<file path="config.mk">
export PLATFORM = sky130hd
export DESIGN_NAME = signed_frame_deframer_unit
export DESIGN_NICKNAME = d
export VERILOG_FILES = /design/src/sfd_pkg.sv /design/src/sfd_cfg_regs.sv /design/src/sfd_in_stage.sv /design/src/sfd_frame_core.sv /design/src/sfd_out_stage.sv /design/src/signed_frame_deframer_unit.sv
export SDC_FILE = /design/constraint.sdc
export NUM_CORES = 1
export LEC_CHECK = 0
export CAP_MARGIN = 20
export CORE_MARGIN = 5
export CORE_UTILIZATION = 40
export CTS_CLUSTER_SIZE = 40
export DETAILED_ROUTE_END_ITERATION = 12
export DONT_BUFFER_PORTS = 1
export PLACE_DENSITY_LB_ADDON = 0.1
export SLEW_MARGIN = 10
export SYNTH_ARGS = -nofsm -noshare
export SYNTH_HDL_FRONTEND = slang
export SYNTH_HIERARCHICAL = 1
export SYNTH_SLANG_ARGS = --single-unit
</file>
<file path="constraint.sdc">
create_clock -name aclk -period 3.92 [get_ports aclk]
set_clock_uncertainty 0.1 [all_clocks]
set_input_delay 0.784 -clock aclk [delete_from_list [all_inputs] [get_ports aclk]]
set_output_delay 0.784 -clock aclk [all_outputs]
set_load 0.05 [all_outputs]
</file>
<file path="src/sfd_pkg.sv">
// Shared types and constants for the signed frame deframer.
// Holds event codes, register indexes and the structs passed between modules.
// No dependencies.
`default_nettype none

package sfd_pkg;

    localparam int unsigned HeaderBytes = 6;
    localparam int unsigned FooterBytes = 2;
    localparam int unsigned PosWidth    = 17;
    localparam int unsigned WordWidth   = 16;
    localparam int unsigned ByteWidth   = 8;
    localparam int unsigned CfgIdxWidth = 2;

    localparam logic [WordWidth-1:0] MaxLenReset = 16'd2048;

    typedef enum logic [2:0] {
        EV_PAYLOAD      = 3'd0,
        EV_COMPLETE     = 3'd1,
        EV_BAD_HDR_SYNC = 3'd2,
        EV_TOO_LONG     = 3'd3,
        EV_BAD_FOOTER   = 3'd4
    } event_code_t;

    typedef enum logic [CfgIdxWidth-1:0] {
        REG_HEADER_SYNC = 2'd0,
        REG_FOOTER_SYNC = 2'd1,
        REG_MAX_LENGTH  = 2'd2
    } reg_index_t;

    typedef struct packed {
        logic [WordWidth-1:0] header_sync;
        logic [WordWidth-1:0] footer_sync;
        logic [WordWidth-1:0] max_length;
    } sfd_cfg_t;

    typedef struct packed {
        logic                 valid;
        event_code_t          code;
        logic [ByteWidth-1:0] payload;
        logic [WordWidth-1:0] protocol;
        logic [WordWidth-1:0] length;
    } sfd_result_t;

endpackage

`default_nettype wire

</file>
<file path="src/sfd_cfg_regs.sv">
// Configuration register bank for the frame deframer.
// Depends on sfd_pkg for register indexes and the config struct.
`default_nettype none

module sfd_cfg_regs (
    input  wire logic                                aclk,
    input  wire logic                                aresetn,
    input  wire logic                                cfg_we,
    input  wire logic [sfd_pkg::CfgIdxWidth-1:0]     cfg_index,
    input  wire logic [sfd_pkg::WordWidth-1:0]       cfg_wdata,
    output sfd_pkg::sfd_cfg_t                        cfg
);

    sfd_pkg::sfd_cfg_t cfg_reg;
    sfd_pkg::sfd_cfg_t cfg_next;

    always_comb begin
        cfg_next = cfg_reg;
        if (cfg_we) begin
            unique case (cfg_index)
                sfd_pkg::REG_HEADER_SYNC: cfg_next.header_sync = cfg_wdata;
                sfd_pkg::REG_FOOTER_SYNC: cfg_next.footer_sync = cfg_wdata;
                sfd_pkg::REG_MAX_LENGTH:  cfg_next.max_length  = cfg_wdata;
                default:                  cfg_next = cfg_reg; // unknown index: drop
            endcase
        end
    end

    always_ff @(posedge aclk) begin
        if (!aresetn) begin
            cfg_reg.header_sync <= '0;
            cfg_reg.footer_sync <= '0;
            cfg_reg.max_length  <= sfd_pkg::MaxLenReset;
        end else begin
            cfg_reg <= cfg_next;
        end
    end

    assign cfg = cfg_reg;

endmodule

`default_nettype wire

</file>
<file path="src/sfd_in_stage.sv">
// Input register stage: holds one accepted byte until the core consumes it.
// Depends on sfd_pkg for widths.
`default_nettype none

module sfd_in_stage (
    input  wire logic                              aclk,
    input  wire logic                              aresetn,
    input  wire logic                              s_axis_tvalid,
    output logic                                   s_axis_tready,
    input  wire logic [sfd_pkg::ByteWidth-1:0]     s_axis_tdata,
    input  wire logic                              advance,
    output logic                                   in_valid,
    output logic [sfd_pkg::ByteWidth-1:0]          in_byte
);

    logic                          valid_reg;
    logic                          valid_next;
    logic [sfd_pkg::ByteWidth-1:0] byte_reg;
    logic                          take;

    // room when empty, or when the held beat leaves this cycle
    assign s_axis_tready = !valid_reg || advance;
    assign take          = s_axis_tvalid && s_axis_tready;

    always_comb begin
        valid_next = valid_reg;
        if (take) begin
            valid_next = 1'b1;
        end else if (advance) begin
            valid_next = 1'b0;
        end
    end

    always_ff @(posedge aclk) begin
        if (!aresetn) begin
            valid_reg <= 1'b0;
        end else begin
            valid_reg <= valid_next;
        end
    end

    always_ff @(posedge aclk) begin
        if (take) begin
            byte_reg <= s_axis_tdata;
        end
    end

    assign in_valid = valid_reg;
    assign in_byte  = byte_reg;

endmodule

`default_nettype wire

</file>
<file path="src/sfd_frame_core.sv">
// Frame tracking core: position counter, header/footer gathering and checks.
// Depends on sfd_pkg for codes, config and result structs.
`default_nettype none

module sfd_frame_core (
    input  wire logic                              aclk,
    input  wire logic                              aresetn,
    input  wire logic                              step,
    input  wire logic [sfd_pkg::ByteWidth-1:0]     data_byte,
    input  wire sfd_pkg::sfd_cfg_t                 cfg,
    output sfd_pkg::sfd_result_t                   result
);

    localparam logic [sfd_pkg::PosWidth-1:0] HdrBytes = sfd_pkg::PosWidth'(sfd_pkg::HeaderBytes);

    logic [sfd_pkg::PosWidth-1:0]  pos_reg, pos_next;
    logic [sfd_pkg::WordWidth-1:0] sync_reg, sync_next;
    logic [sfd_pkg::WordWidth-1:0] proto_reg, proto_next;
    logic [sfd_pkg::WordWidth-1:0] len_reg, len_next;
    logic [sfd_pkg::WordWidth-1:0] footer_reg, footer_next;
    logic [sfd_pkg::PosWidth-1:0]  payload_end;
    logic [sfd_pkg::PosWidth-1:0]  pos_inc;

    assign payload_end = HdrBytes + sfd_pkg::PosWidth'(len_reg);
    assign pos_inc     = pos_reg + 1'b1;

    always_comb begin
        pos_next    = pos_reg;
        sync_next   = sync_reg;
        proto_next  = proto_reg;
        len_next    = len_reg;
        footer_next = footer_reg;
        result      = '0;
        result.code = sfd_pkg::EV_PAYLOAD;

        if (pos_reg < HdrBytes) begin
            // header: shift into the field that owns this position
            priority if (pos_reg[2:0] < 3'd2) begin
                sync_next = {sync_reg[7:0], data_byte};
            end else if (pos_reg[2:0] < 3'd4) begin
                proto_next = {proto_reg[7:0], data_byte};
            end else begin
                len_next = {len_reg[7:0], data_byte};
            end
            pos_next = pos_inc;
            if (pos_inc == HdrBytes) begin
                priority if (sync_next != cfg.header_sync) begin
                    pos_next     = '0;
                    result.valid = 1'b1;
                    result.code  = sfd_pkg::EV_BAD_HDR_SYNC;
                end else if (len_next > cfg.max_length) begin
                    pos_next     = '0;
                    result.valid = 1'b1;
                    result.code  = sfd_pkg::EV_TOO_LONG;
                end else begin
                    result.valid = 1'b0;
                end
            end
        end else if (pos_reg < payload_end) begin
            pos_next       = pos_inc;
            result.valid   = 1'b1;
            result.code    = sfd_pkg::EV_PAYLOAD;
            result.payload = data_byte;
        end else begin
            footer_next = {footer_reg[7:0], data_byte};
            if (pos_reg == payload_end) begin
                pos_next = pos_inc;
            end else begin
                // last footer byte closes the frame either way
                pos_next     = '0;
                result.valid = 1'b1;
                if (footer_next != cfg.footer_sync) begin
                    result.code = sfd_pkg::EV_BAD_FOOTER;
                end else begin
                    result.code     = sfd_pkg::EV_COMPLETE;
                    result.protocol = proto_reg;
                    result.length   = len_reg;
                end
            end
        end
    end

    always_ff @(posedge aclk) begin
        if (!aresetn) begin
            pos_reg    <= '0;
            sync_reg   <= '0;
            proto_reg  <= '0;
            len_reg    <= '0;
            footer_reg <= '0;
        end else if (step) begin
            pos_reg    <= pos_next;
            sync_reg   <= sync_next;
            proto_reg  <= proto_next;
            len_reg    <= len_next;
            footer_reg <= footer_next;
        end
    end

endmodule

`default_nettype wire

</file>
<file path="src/sfd_out_stage.sv">
// Result register stage driving the master-side stream.
// Depends on sfd_pkg for the result struct and widths.
`default_nettype none

module sfd_out_stage (
    input  wire logic                                aclk,
    input  wire logic                                aresetn,
    input  wire logic                                in_valid,
    input  wire sfd_pkg::sfd_result_t                result,
    output logic                                     advance,
    output logic                                     m_axis_tvalid,
    input  wire logic                                m_axis_tready,
    output logic [2*sfd_pkg::WordWidth+sfd_pkg::ByteWidth-1:0] m_axis_tdata,
    output logic [2:0]                               m_axis_tuser
);

    logic                 valid_reg, valid_next;
    sfd_pkg::sfd_result_t res_reg;
    logic                 load;

    // free when empty or when the held beat is taken this cycle
    assign advance = !valid_reg || m_axis_tready;
    assign load    = in_valid && advance;

    always_comb begin
        valid_next = valid_reg;
        if (load) begin
            valid_next = result.valid;
        end else if (m_axis_tready) begin
            valid_next = 1'b0;
        end
    end

    always_ff @(posedge aclk) begin
        if (!aresetn) begin
            valid_reg <= 1'b0;
        end else begin
            valid_reg <= valid_next;
        end
    end

    always_ff @(posedge aclk) begin
        if (load) begin
            res_reg <= result;
        end
    end

    assign m_axis_tvalid = valid_reg;
    assign m_axis_tuser  = res_reg.code;
    assign m_axis_tdata  = {res_reg.length, res_reg.protocol, res_reg.payload};

endmodule

`default_nettype wire

</file>
<file path="src/signed_frame_deframer_unit.sv">
// Signed frame deframer: byte stream in, payload bytes and frame events out.
//
// Slave side (s_axis_*): one received byte per beat in tdata[7:0].
// Master side (m_axis_*): one event per beat. tuser[2:0] is the event code
// (payload byte, packet complete, bad header sync, too long, bad footer);
// tdata carries payload value, protocol id and packet length.
// A frame is a six-byte big-endian header (sync, protocol, length), the
// payload and a two-byte footer sync. Each payload byte gives one event, as
// does the frame end or a failed header check; other bytes give no event.
// Configuration: cfg_we writes cfg_wdata to register cfg_index (0 header
// sync, 1 footer sync, 2 maximum payload length); write only while idle.
// Each byte passes the input register, then its event the result register.
// Throughput: one byte per cycle while m_axis_tready is high, as the position
// update and compare are combinational between the two registers.
// Reset (aresetn low, synchronous): both stages empty, frame position zero,
// sync words zero, maximum length 2048.
// Stall: while m_axis_tready is low a held event stays put; one more byte
// may sit in the input register, then s_axis_tready drops.
`default_nettype none

module signed_frame_deframer_unit (
    input  wire logic        aclk,
    input  wire logic        aresetn,
    // slave-side stream
    input  wire logic        s_axis_tvalid,
    output logic             s_axis_tready,
    input  wire logic [7:0]  s_axis_tdata,   // [7:0] data_byte
    // master-side stream
    output logic             m_axis_tvalid,
    input  wire logic        m_axis_tready,
    output logic [39:0]      m_axis_tdata,   // [7:0] payload_value, [23:8] protocol_id,
                                             // [39:24] packet_length
    output logic [2:0]       m_axis_tuser,   // [2:0] event_code
    // configuration write port
    input  wire logic        cfg_we,
    input  wire logic [1:0]  cfg_index,
    input  wire logic [15:0] cfg_wdata
);

    sfd_pkg::sfd_cfg_t    cfg;
    sfd_pkg::sfd_result_t result;
    logic                 in_valid;
    logic [7:0]           in_byte;
    logic                 advance;
    logic                 step;

    // the core advances its frame state only when the byte leaves the input stage
    assign step = in_valid && advance;

    sfd_cfg_regs u_cfg (
        .aclk      (aclk),
        .aresetn   (aresetn),
        .cfg_we    (cfg_we),
        .cfg_index (cfg_index),
        .cfg_wdata (cfg_wdata),
        .cfg       (cfg)
    );

    sfd_in_stage u_in (
        .aclk          (aclk),
        .aresetn       (aresetn),
        .s_axis_tvalid (s_axis_tvalid),
        .s_axis_tready (s_axis_tready),
        .s_axis_tdata  (s_axis_tdata),
        .advance       (advance),
        .in_valid      (in_valid),
        .in_byte       (in_byte)
    );

    sfd_frame_core u_core (
        .aclk      (aclk),
        .aresetn   (aresetn),
        .step      (step),
        .data_byte (in_byte),
        .cfg       (cfg),
        .result    (result)
    );

    sfd_out_stage u_out (
        .aclk          (aclk),
        .aresetn       (aresetn),
        .in_valid      (in_valid),
        .result        (result),
        .advance       (advance),
        .m_axis_tvalid (m_axis_tvalid),
        .m_axis_tready (m_axis_tready),
        .m_axis_tdata  (m_axis_tdata),
        .m_axis_tuser  (m_axis_tuser)
    );

    // input back-pressure only when both stages are full and the sink stalls
    a_ready_low_only_when_full: assert property (@(posedge aclk) disable iff (!aresetn)
        !s_axis_tready |-> (in_valid && m_axis_tvalid && !m_axis_tready))
        else $error("input stalled without a full pipeline");

    // a byte held behind a stalled result must not be consumed
    a_hold_behind_stall: assert property (@(posedge aclk) disable iff (!aresetn)
        (in_valid && m_axis_tvalid && !m_axis_tready) |=> in_valid)
        else $error("input byte dropped during output stall");

    // only payload events carry a payload byte
    a_payload_zero: assert property (@(posedge aclk) disable iff (!aresetn)
        (m_axis_tvalid && (m_axis_tuser != sfd_pkg::EV_PAYLOAD)) |-> (m_axis_tdata[7:0] == 8'd0))
        else $error("payload byte on non-payload event");

    // protocol and length only on packet completion
    a_header_fields_zero: assert property (@(posedge aclk) disable iff (!aresetn)
        (m_axis_tvalid && (m_axis_tuser != sfd_pkg::EV_COMPLETE)) |->
            (m_axis_tdata[39:8] == 32'd0))
        else $error("header fields on non-completion event");

endmodule

`default_nettype wire

</file>
# After elaboration in Yosys (flattened, before gate mapping)
# Index checks and enable logic that the tools add are counted.
word_totals:
  ff_bits: 174
  wordCells: 71
classes:
  n_addsub: 2
  n_lt_le_gt_ge: 5
  n_eq_ne: 6
  muxes: 23
  bitwise_logic: 3
  n_reduce_logical: 17
ops:
  columns: ["operator", "n"]
  rows:
  - ["$mux 17", 6]
  - ["$mux 16", 5]
  - ["$ne 16x16->1", 2]
  - ["$mux 4", 5]
  - ["$add 17x1->17 const B", 1]
  - ["$add 3x16->17 const A", 1]
  - ["$eq 17x17->1", 1]
  - ["$eq 17x3->1 const B", 1]
  - ["$lt 17x17->1", 1]
  - ["$lt 17x3->1 const B", 1]
  - ["$gt 16x16->1", 1]
  - ["$reduce_and 2->1", 4]
  - ["$mux 1", 5]
  - ["$reduce_and 4->1", 1]
  - ["$reduce_bool 2->1", 2]
  - ["$reduce_or 4->1", 1]
  - ["$lt 3x2->1 const B", 1]
  - ["$lt 3x3->1 const B", 1]
  - ["$mux 3", 1]
  - ["$not 1->1", 3]
  - ["$reduce_and 3->1", 1]
  - ["$eq 2x1->1 const B", 1]
  - ["$eq 2x2->1 const B", 1]
  - ["$logic_and 1x1->1", 2]
  - ["other kinds (5)", 7]

# Longest topological paths before layout
# Gate-level depths: netlist of run 1.
depth:
  word_depth: 10
  mapped_depth: 17

# By module
# Netlist of run 1, hierarchy kept.
by_module_without_submodules:
  columns: ["module", "n_inst", "cells_each", "area_per_inst_um2", "seq_area_each_um2"]
  rows:
  - ["sfd_frame_core", 1, 672, 5352.6, 1461.4]
  - ["sfd_cfg_regs", 1, 177, 1849.3, 960.9]
  - ["sfd_out_stage", 1, 48, 1348.8, 1311.3]
  - ["sfd_in_stage", 1, 13, 297.8, 260.2]
  - ["signed_frame_deframer_unit", 1, 1, 6.3, 0.0]

# Least setup slack after synthesis of run 1
# No wires, ideal clock.
synth_path:
  path_kind: "flip-flop to flip-flop"
  startpoint: "reg u_core/len_reg[3] (netlist bit)"
  endpoint: "reg u_out.res_reg, in the netlist u_out/m_axis_tdata[16] (data pin)"
  setup_ns: 0.255
  arrival_ns: 2.963
  t_required_ns: 3.565
  slack_ns: 0.601
  path_stages_with_launch: 15
  period_less_slack_ns: 3.319
  path_cell_list: "dfxtp_1 and3_1 nand3_1 a21oi_1 and4_1 nand2_1 xor2_1 ha_1 a21o_1 a21o_1 a211oi_1 a21oi_1 clkbuf_1 clkbuf_1 and3_1"
synth_between:
  elab_chain_len: 3
  word_cells_on_any_way: 4
  cone_classes: "add/sub: 1; order compare: 1; eq/ne: 1; reduce/logical: 1"
synth_rtl:
  columns: ["item", "line", "text"]
  rows:
  - ["start, declared", "sfd_frame_core.sv:19", "logic [sfd_pkg::WordWidth-1:0] len_reg, len_next;"]
  - ["start signal, assigned", "sfd_frame_core.sv:94", "len_reg <= len_next;"]
  - ["$add 3x16->17 (*)", "sfd_frame_core.sv:24", "assign payload_end = HdrBytes + sfd_pkg::PosWidth'(len_reg);"]
  - ["$lt 17x17->1 / $eq 17x17->1 (equally long branches)", "sfd_frame_core.sv:59, sfd_frame_core.sv:66", null]
  - ["$reduce_or 4->1 (no line) (*)", null, null]
  - ["end signal, assigned", "sfd_out_stage.sv:44", "res_reg <= result;"]
  - ["end, declared", "sfd_out_stage.sv:18", "sfd_pkg::sfd_result_t res_reg;"]
# Mark *: on every way between the ends. The rest lies on a longest branch, timed or not.
# A chain may end at the register's enable or synchronous reset.

# Final worst setup path of run 1
layout_path:
  startpoint: "reg u_core/len_reg[5] (netlist bit)"
  endpoint: "reg u_core/footer_reg[3] (netlist bit)"
layout_between:
  elab_chain_len: 4
layout_rtl:
  columns: ["item", "line", "text"]
  rows:
  - ["$add 3x16->17", "sfd_frame_core.sv:24", null]
  - ["$lt 17x17->1", "sfd_frame_core.sv:59", "end else if (pos_reg < payload_end) begin"]
  - ["$not 1->1 (no line)", null, null]
  - ["$reduce_and 3->1 (no line)", null, null]
  - ["end signal, assigned", "sfd_frame_core.sv:95", "footer_reg <= footer_next;"]
  - ["end, declared", "sfd_frame_core.sv:20", "logic [sfd_pkg::WordWidth-1:0] footer_reg, footer_next;"]
# No other way between the ends.

==> impl_metrics.ini, run 1 <==
[setup_path]
cp-start-kind = flop
reg2reg_depth = 15
reg2reg_from = u_core/len_reg[5]$_SDFFE_PN0P_
reg2reg_slack_ps = 330
endpoint_kind = flop
crit_type = reg -> reg
critPathRequiredTime_ps = 4150
regToRegEndpoint = u_core/footer_reg[3]$_SDFFE_PN0P_
worst-path-max-fanout = 8
critPathArrivalTime_ps = 3810

[yosys]
yosys.area.top_type_share_pct = 27.8
syn-mean-instance-area_um2 = 9.72
synth_largest_area_cell = dfxtp_1
ys.flop_type = dfxtp_1
syn_nets = 978
synth_warnings = 6
yosys_register_bits = 174
ys_seq_area_share_pct = 45.1
synthCells = 911
async_flop_share_pct = 0
synth_area_leaders = dfxtp_1 28%, edfxtp_1 17%, mux2i_1 8.1%, nand2_1 6.8%, ha_1 5.1%
syn-cell-area_mm2 = 0.00885
synth_cell_type_count = 67
synth_edf_count = 51

[global_routing]
grt_pass1_wl_um = 35400
gr-usage-all-layers_pct = 17.6
grt_overflow = 0
grt_max_degree = 150
grt_pass1_vias = 6274
antenna_found_initial = 0

[floorplan]
dieWidth_um = 159
io_pins = 76
core_mm2 = 0.0218
rows = 54
die_area_mm2 = 0.0252
start_util_pct = 40.6
fp.dieH_um = 159

[sta]
setup_viol_count_final = 0
fin_ws_ps = 334
fmaxAchievable_mhz = 279
rsz0062_at_grt = false
tightest_slew_ps = 1040
max_slew_margin_pct = 30.5
finalHoldViolations = 0
period_minus_slack_ps = 3590
finalCritPeriodShare_pct = 91.5
drv_slew = 0
fin_setup_tns_ps = 0

[min_path]
hold_depth = 0
min_from = s_axis_tdata[2]
hp-class = in -> reg
hold_path_end = u_in/in_byte[2]$_DFFE_PP_

[outcome]
status = finished, final reports clean

[routing]
route.detailed.drc = 0
drt-total-wl_um = 22600
first_pass_iters = 5
vias = 6357
drt-vias-per-instance = 5.36
final_antenna_net_count = 0
drt-initial-drc-count = 430
routedWlPerCell_um = 19.1

[clocking]
cts_root_buf = clkbuf_16
htree_num_levels = 4
cts-hold-fix-buffers = 0
cts_tree = built
numCtsBuffers = 17
clockBufferDepth = 2
cts.sinks = 174
cts.clk_slew.worst_paths_ps = 70
clk_latency_ps = 440

[cells_and_area]
fin_nets = 961
syn2layout_area_growth_pct = 9.06
num_antenna_cells = 0
fin_area_mm2 = 0.00966
fin_util_pct = 44.2
largest_register_ffs = 48
drive_above_1_share_pct = 9.37
fillerInstances = 2095

[place]
placedInstanceArea_mm2 = 0.00905
gp_congestion = 0.868
port_buffers = 0
pre_cts_slack_ps = 40.5
dp_hpwl_um = 16400

[flow_run]
maxCapViolCount = 0

[power]
switching_share_pct = 25.0
p_sw_w = 0.000967
pwr-share-seq_pct = 51.1
p_per_area_mw_per_mm2 = 401
combPwrFrac_pct = 5.1
vdd_drop_max_uv = 234
clkPwrFrac_pct = 43.8
power_leakage_nw = 3.85
p_int_w = 0.00291
[metal layers]
layer | vias up | track usage (%) | routed length [µm]
met5 | - | 0 | 0
met3 | 24 | 4.48 | 982
met1 | 3048 | 22.8 | 10500
met4 | 0 | 4.97 | 335
met2 | 144 | 29.1 | 10800
li1 | 3141 | - | -
[metrics by stage]
stage / std cells / power, W / hold slack [ps]
after floorplan: 911 / 0.00218 / 335
after global placement: 1154 / 0.00222 / 350
after detailed placement: 1154 / 0.00222 / 353
after CTS: 1186 / 0.00392 / 324
after global routing: 1187 / 0.00402 / 315
final: 1187 / 0.00388 / 341
[critical path, stage by stage (launching register included)]
cell	delay [ps]
dfxtp_1	410
and3_1	230
nand3_1	120
a21oi_1	270
and4_1	280
nand2_1	80
xor2_1	150
ha_1	300
a21o_1	160
a21o_1	180
a211oi_2	380
nand2_1	220
nand3b_1	200
buf_12	150
mux2i_1	190
nor2b_1	60
[worst max-delay path by stage]
| stage | from | to | slack, ps | depth (start not counted) |
|---|---|---|---|---|
| floorplan | u_core/len_reg[3]$_SDFFE_PN0P_ | u_out/m_axis_tdata[16]$_DFFE_PP_ | 600 | 14 |
| global placement | u_core/len_reg[5]$_SDFFE_PN0P_ | u_core/footer_reg[7]$_SDFFE_PN0P_ | 320 | 14 |
| detailed placement | u_core/len_reg[5]$_SDFFE_PN0P_ | u_core/footer_reg[5]$_SDFFE_PN0P_ | 40 | 14 |
| CTS | u_core/len_reg[5]$_SDFFE_PN0P_ | u_core/footer_reg[3]$_SDFFE_PN0P_ | 30 | 14 |
| global route | u_core/len_reg[5]$_SDFFE_PN0P_ | u_core/pos_reg[4]$_SDFFE_PN0P_ | 100 | 16 |
| finish | u_core/len_reg[5]$_SDFFE_PN0P_ | u_core/footer_reg[3]$_SDFFE_PN0P_ | 330 | 15 |
[cells in the final DEF (no fill, tap or decap), drive strengths merged, types with 11 or more instances in the layout]
| cell type | n |
|---|---|
| a21boi | 38 |
| a21oi | 21 |
| and2 | 11 |
| and3 | 43 |
| buf | 23 |
| clkbuf | 20 |
| dfxtp | 123 |
| edfxtp | 51 |
| ha | 36 |
| inv | 41 |
| mux2 | 13 |
| mux2i | 72 |
| nand2 | 161 |
| nand2b | 15 |
| nand3 | 19 |
| nand4 | 16 |
| nor2 | 17 |
| nor2b | 36 |
| o21ai | 21 |
| xnor2 | 26 |
| xor2 | 13 |
[repair_timing]
item	4_1_cts	5_1_grt
setup endpoints to repair	0	54
setup buffers	0	1
gates resized for setup	0	2
[cells in the mapped netlist, types with 20 or more instances]
| cell type | n |
|---|---|
| a21boi_0 | 33 |
| a21oi_1 | 21 |
| and3_1 | 43 |
| clkbuf_1 | 31 |
| dfxtp_1 | 123 |
| edfxtp_1 | 51 |
| ha_1 | 36 |
| inv_1 | 33 |
| mux2i_1 | 72 |
| nand2_1 | 161 |
| nor2b_1 | 36 |
| o21ai_0 | 20 |
| xnor2_1 | 26 |
[power by group through the flow]
| stage | registers, W | logic, W | clock network (W) |
|---|---|---|---|
| 6_report | 0.00198 | 0.000199 | 0.00170 |
| 5_1_grt | 0.00198 | 0.000216 | 0.00182 |
| 4_1_cts | 0.00198 | 0.000199 | 0.00173 |
| 3_5_place_dp | 0.00202 | 0.000198 | 0 |
| 3_3_place_gp | 0.00202 | 0.000193 | 0 |
| 2_1_floorplan | 0.00200 | 0.000175 | 0 |
[cell families after synthesis]
family	share of synthesized area, %
mux	9.79
buf+inv	5.17
xor+xnor	3.86
simple gates	21.2
compound gates	9.81
fa+ha+maj	5.09
flops	45.1
[layout make-up]
type                       instances  area, µm²  share of cell area (%)
sequential                       174       3990                    41.4
clock inverter                    12        119                    1.23
timing repair buffer              23        185                    1.92
multi-input combinational        645       4430                    45.8
inverter                          33        124                    1.28
tap                              280        350                    3.63
clock buffer                      20        459                    4.76
No activity file was read; power rests on OpenSTA's default activity.
==> run 2, diff against run 1 <==
--- a/config.mk
+++ b/config.mk
@@ -5,6 +5,7 @@
 export SDC_FILE = /design/constraint.sdc
 export NUM_CORES = 1
 export LEC_CHECK = 0
+export ABC_AREA = 1
 export CAP_MARGIN = 20
 export CORE_MARGIN = 5
 export CORE_UTILIZATION = 40
==> run 2 against run 1 <==
  * Die area rose by 2.8%
  * Global-route usage rose by 1.4 points
  * Power rose by 7.7%
  * Hold slack improved by 1.8 ps
  * First-iteration DRC count rose by 16%
  * Largest cell class unchanged
  * Fmax rose by 0.23%
  * Critical path depth rose by 5
  * Via count rose by 20%
  * Cell count rose by 30%
  * Critical endpoint is now u_out/m_axis_tdata[10]$_DFFE_PP_
  * Setup slack improved by 8.1 ps
  * Flip-flop and latch count did not move
  * Critical path type unchanged
  * Sequential power rose by 3%
==> impl_metrics.ini, run 2 <==
[yosys]
syn_nets = 1326
yosys_register_bits = 174
ys.flop_type = dfxtp_1
synth_edf_count = 51
syn-cell-area_mm2 = 0.00912
synth_largest_area_cell = dfxtp_1
synth_area_leaders = dfxtp_1 27%, edfxtp_1 17%, nand2_1 13%, inv_1 7.0%, nor2_1 6.5%
syn-mean-instance-area_um2 = 7.24
async_flop_share_pct = 0
ys_seq_area_share_pct = 43.8
synth_most_common_cell = nand2_1
yosys.area.top_type_share_pct = 27.0
synth_cell_type_count = 37
synth_warnings = 6
synthCells = 1259
synth_commonest_cells = 310 x nand2_1, 171 x inv_1, 159 x nor2_1, 123 x dfxtp_1, 101 x a21oi_1

[cells_and_area]
fillerInstances = 2360
num_antenna_cells = 0
syn2layout_area_growth_pct = 10.2
final_common_cell = nand2_1
fin_nets = 1309
drive_above_1_share_pct = 6.69
fin_util_pct = 44.5
largest_register_ffs = 48
layout_common_cells = 309 x nand2_1, 171 x inv_1, 157 x nor2_1
finalNonFillerCells = 1540

[place]
dp_cells = 1505
dp_hpwl_um = 17500
gp_congestion = 0.855
port_buffers = 0

[setup_path]
critPathArrivalTime_ps = 3780
path_cells = inv_1 > ha_1 > nor2_1 > nand4_1 > nor3_2 > nand2_1 > nor2_2 > nand3_1 > nor3_2 > xor2_1 > ha_1 > nand4_1 > nor2_2 > nand4_1 > nand3_1 > nand2_1 > inv_4 > nand3_4 > clkbuf_16 > nor2_1
worst-path-max-fanout = 16
critical-path-top-delay-family = simple AND/OR/NAND/NOR gates
max_stage_delay_ps = 390
crit_type = reg -> reg
path_buf_inv = 3
crit_top_cell = nand4_1
slowest_stage = dfxtp_1
critPathRequiredTime_ps = 4120
endpoint_kind = flop
cp-start-kind = flop

[outcome]
status = finished, final reports clean

[clocking]
cts_root_buf = clkbuf_16
cts.sinks = 174
clockBufferDepth = 2
clk_latency_ps = 440
cts_tree = built
cts.clk_slew.worst_paths_ps = 80
numCtsBuffers = 17
htree_num_levels = 4

[routing]
routedWlPerCell_um = 16.0
first_pass_iters = 6
vias = 7639
final_antenna_net_count = 0
drt-vias-per-instance = 4.96
drt-total-wl_um = 24600
route.detailed.drc = 0
drt-initial-drc-count = 498

[global_routing]
gr-usage-all-layers_pct = 19.0
grt_pass1_wl_um = 38800
grt_pass1_vias = 6989
grt_max_degree = 100
grt_overflow = 0
antenna_found_initial = 0

[sta]
finalHoldViolations = 0
tightest_slew_ps = 1080
fmaxAchievable_mhz = 280
period_minus_slack_ps = 3580
fin_setup_tns_ps = 0
drv_slew = 0
max_slew_margin_pct = 27.7
finalCritPeriodShare_pct = 91.3
setup_viol_count_final = 0
rsz0062_at_grt = false

[flow_run]
maxCapViolCount = 0

[floorplan]
fp.dieH_um = 161
io_pins = 76
die_area_mm2 = 0.0259
start_util_pct = 40.4
dieWidth_um = 161
rows = 55
core_mm2 = 0.0226

[min_path]
hp-class = in -> reg

[power]
vdd_drop_max_uv = 243
p_per_area_mw_per_mm2 = 416
p_total_w = 0.00418
power_leakage_nw = 4.26
run 2: cell types whose count changed after synthesis, sizes merged, moves of 15 or more:
cell    change
o21ai      +52
nand2b     -15
nor2b      -36
a21oi      +82
a21boi     -37
xnor2      -16
mux2i      -72
nand3      +58
nand2     +155
nor2      +148
and3       -43
inv       +145
run 2: layer usage:
metal | global-route usage, % | wire length [µm] | vias up
met5 | 0 | 0 | -
met4 | 4.42 | 348 | 0
met3 | 4.54 | 1130 | 22
met2 | 29.1 | 10800 | 153
met1 | 27.2 | 12300 | 3472
li1 | - | - | 3992
run 2: repair_timing:
| action | in CTS | in global routing |
|---|---|---|
| setup buffers | 0 | 1 |
| hold buffers | 0 | 0 |
| resized for setup | 0 | 8 |
| hold endpoints to repair | 0 | 0 |
| endpoints found under the setup margin | 0 | 58 |
run 2: final timing paths:
kind                                     startpoint                           endpoint  slack [ps]  depth (start not counted)
setup / recovery     u_core/len_reg[1]$_SDFFE_PN0P_   u_out/m_axis_tdata[10]$_DFFE_PP_         340                         20
hold / removal                      s_axis_tdata[3]          u_in/in_byte[3]$_DFFE_PP_         340                          0
setup reg to reg     u_core/len_reg[1]$_SDFFE_PN0P_   u_out/m_axis_tdata[10]$_DFFE_PP_         340                         20
hold reg to reg   u_core/proto_reg[15]$_SDFFE_PN0P_  u_core/proto_reg[15]$_SDFFE_PN0P_         360                          2
run 2: kinds of logic (layout without fill, tap and decap cells):
group | count (synthesis) | after routing | synth area share [%]
AOI/OAI and AO/OA | 185 | 185 | 10.4
and+or+nand+nor | 610 | 610 | 28.3
adders and majority gates | 36 | 36 | 4.94
DFF | 174 | 174 | 43.8
buffers and inverters | 230 | 226 | 10.2
xor gates and xnor gates | 24 | 24 | 2.31
run 2: area by class of cell:
class / instances / area (µm²) / share of cell area, %
Clock inverter: 15 / 185 / 1.84
Inverter: 179 / 674 / 6.71
Timing Repair Buffer: 15 / 180 / 1.79
Sequential cell: 174 / 3990 / 39.8
Tap cell: 285 / 357 / 3.55
Multi-Input combinational cell: 855 / 4230 / 42.1
Clock buffer: 17 / 425 / 4.23
run 2: through the flow:
stage	hold WS, ps	instance area, µm²	setup WS [ps]
floorplan	329	9120	547
global placement	342	9320	372
detailed placement	346	9350	249
CTS	325	9960	228
global route	319	10000	13.2
finish	343	10000	342
run 2: power breakdown:
part           switching (W)  internal (W)
sequential          0.000113       0.00192
combinational       0.000261      0.000141
clock               0.000865      0.000872
total                0.00124       0.00294
==> run 3, diff against run 2 <==
--- a/config.mk
+++ b/config.mk
@@ -9,6 +9,7 @@
 export CAP_MARGIN = 20
 export CORE_MARGIN = 5
 export CORE_UTILIZATION = 40
+export CTS_BUF_LIST = sky130_fd_sc_hd__clkbuf_4
 export CTS_CLUSTER_SIZE = 40
 export DETAILED_ROUTE_END_ITERATION = 12
 export DONT_BUFFER_PORTS = 1
==> constraint.sdc (replaced) <==
create_clock -name aclk -period 4.3 [get_ports aclk]
set_clock_uncertainty 0.1 [all_clocks]
set_input_delay 0.86 -clock aclk [delete_from_list [all_inputs] [get_ports aclk]]
set_output_delay 0.86 -clock aclk [all_outputs]
set_load 0.05 [all_outputs]
==> run 3 against run 2 <==
  * Flip-flop and latch count unchanged
  * Sequential share of layout area increased by 1.8 points
  * Clock-buffer cell count is 1 higher
  * First-iteration DRC count fell by 6.2%
  * Cell count is 0.19% lower
  * Combinational power shrank 10%
  * Register-to-register slack gained 90 ps
  * Utilization shrank 2.0 points
  * Critical path type unchanged
  * Largest cell class unchanged
==> impl_metrics.ini, run 3 (synthesized netlist as in run 2, its figures left out) <==
[outcome]
status = finished, final reports clean

[cells_and_area]
fin_util_pct = 42.5
syn2layout_area_growth_pct = 5.31
drive_above_1_share_pct = 5.84
layout_common_cells = 310 x nand2_1, 171 x inv_1, 159 x nor2_1
largest_register_ffs = 48
final_common_cell = nand2_1
fin_nets = 1305

[global_routing]
grt_overflow = 0
gr-usage-all-layers_pct = 18.9
grt_max_degree = 100
grt_pass1_vias = 7006
grt_pass1_wl_um = 38700
antenna_found_initial = 1

[setup_path]
path_buf_inv = 3
critical-path-top-delay-family = simple AND/OR/NAND/NOR gates
path_cells = inv_1 > ha_1 > nor2_1 > nand4_1 > nor3_2 > nand2_1 > nor2_1 > nand3_1 > nor3_1 > xor2_1 > ha_1 > nand4_1 > nor2_1 > nand4_1 > nand3_1 > nand2_1 > inv_2 > nand3_1 > buf_4 > nor2_1
reg2reg_from = u_core/len_reg[1]$_SDFFE_PN0P_
crit_type = reg -> reg
critPathRequiredTime_ps = 4620
cp-start-kind = flop
crit_top_cell = nor2_1
slowest_stage = dfxtp_1
reg2reg_slack_ps = 430
regToRegEndpoint = u_out/m_axis_tdata[27]$_DFFE_PP_
reg2reg_depth = 20
worst-path-max-fanout = 33
endpoint_kind = flop
cp.depth = 20
critPathCapture = u_out/m_axis_tdata[27]$_DFFE_PP_
critPathArrivalTime_ps = 4190
max_stage_delay_ps = 410
cp-startpoint = u_core/len_reg[1]$_SDFFE_PN0P_

[routing]
first_pass_iters = 5
vias = 7596
drt-vias-per-instance = 4.94
drt-total-wl_um = 24400
routedWlPerCell_um = 15.8
final_antenna_net_count = 0
drt-initial-drc-count = 467
route.detailed.drc = 0

[place]
pre_cts_slack_ps = 551
port_buffers = 0
dp_hpwl_um = 17600
gp_congestion = 0.864

[sta]
rsz0062_at_grt = false
drv_slew = 0
max_slew_margin_pct = 33.4
fmaxAchievable_mhz = 259
period_minus_slack_ps = 3870
fin_setup_tns_ps = 0
hold_ws_ps = 264
finalCritPeriodShare_pct = 89.9
setup_viol_count_final = 0
finalHoldViolations = 0
fin_ws_ps = 434
tightest_slew_ps = 998

[floorplan]
io_pins = 76
dieWidth_um = 161
start_util_pct = 40.4
die_area_mm2 = 0.0259
fp.dieH_um = 161
rows = 55
core_mm2 = 0.0226

[clocking]
cts-hold-fix-buffers = 0
cts_tree = built
cts_root_buf = clkbuf_4
numCtsBuffers = 17
cts.sinks = 174
cts_setup_buffers = 0
cts.clk_slew.worst_paths_ps = 160
clockBufferDepth = 2
clk_latency_ps = 580
htree_num_levels = 4
cts_resized = 0

[min_path]
hp-class = in -> reg

[power]
p_total_w = 0.00314
p_per_area_mw_per_mm2 = 327
vdd_drop_max_uv = 139
power_leakage_nw = 4.07

[flow_run]
maxCapViolCount = 0
[run 3: worst min path at each step]
stage / start / endpoint / slack, ps / depth (start not counted)
CTS: s_axis_tdata[5] / u_in/in_byte[5]$_DFFE_PP_ / 210 / 0
floorplan: u_cfg/cfg[11]$_SDFFE_PN1P_ / u_cfg/cfg[11]$_SDFFE_PN1P_ / 330 / 2
global route: s_axis_tdata[2] / u_in/in_byte[2]$_DFFE_PP_ / 190 / 0
finish: s_axis_tdata[2] / u_in/in_byte[2]$_DFFE_PP_ / 260 / 0
detailed placement: u_core/proto_reg[12]$_SDFFE_PN0P_ / u_core/proto_reg[12]$_SDFFE_PN0P_ / 350 / 2
global placement: u_core/proto_reg[8]$_SDFFE_PN0P_ / u_core/proto_reg[8]$_SDFFE_PN0P_ / 340 / 2
[run 3: area by class of cell]
class | instances | area (µm²)
Fill cell | 2429 | 13000
Multi-Input combinational cell | 855 | 4210
Sequential cell | 174 | 3990
Inverter | 179 | 672
Tap cell | 285 | 357
Clock buffer | 18 | 135
Clock inverter | 14 | 129
Timing Repair Buffer | 11 | 106
Antenna cell | 1 | 2.50
[run 3: per-stage QoR]
stage	area, µm²	std cells
2_1_floorplan	9120	1259
3_3_place_gp	9300	1502
3_5_place_dp	9300	1502
4_1_cts	9560	1534
5_1_grt	9600	1537
6_report	9600	1537
[run 3: metal layers]
metal,up-vias,GRT usage (%),routed length [µm]
li1,3986,-,-
met1,3419,26.6,12000
met2,168,29.6,10700
met3,23,4.41,1290
met4,0,4.46,338
met5,-,0,0
[run 3: power by group]
group	leakage, nW	internal, W	switching (W)
combinational	2.42	0.000125	0.000235
sequential	1.51	0.00176	0.000104
clock	0.144	0.000261	0.000655
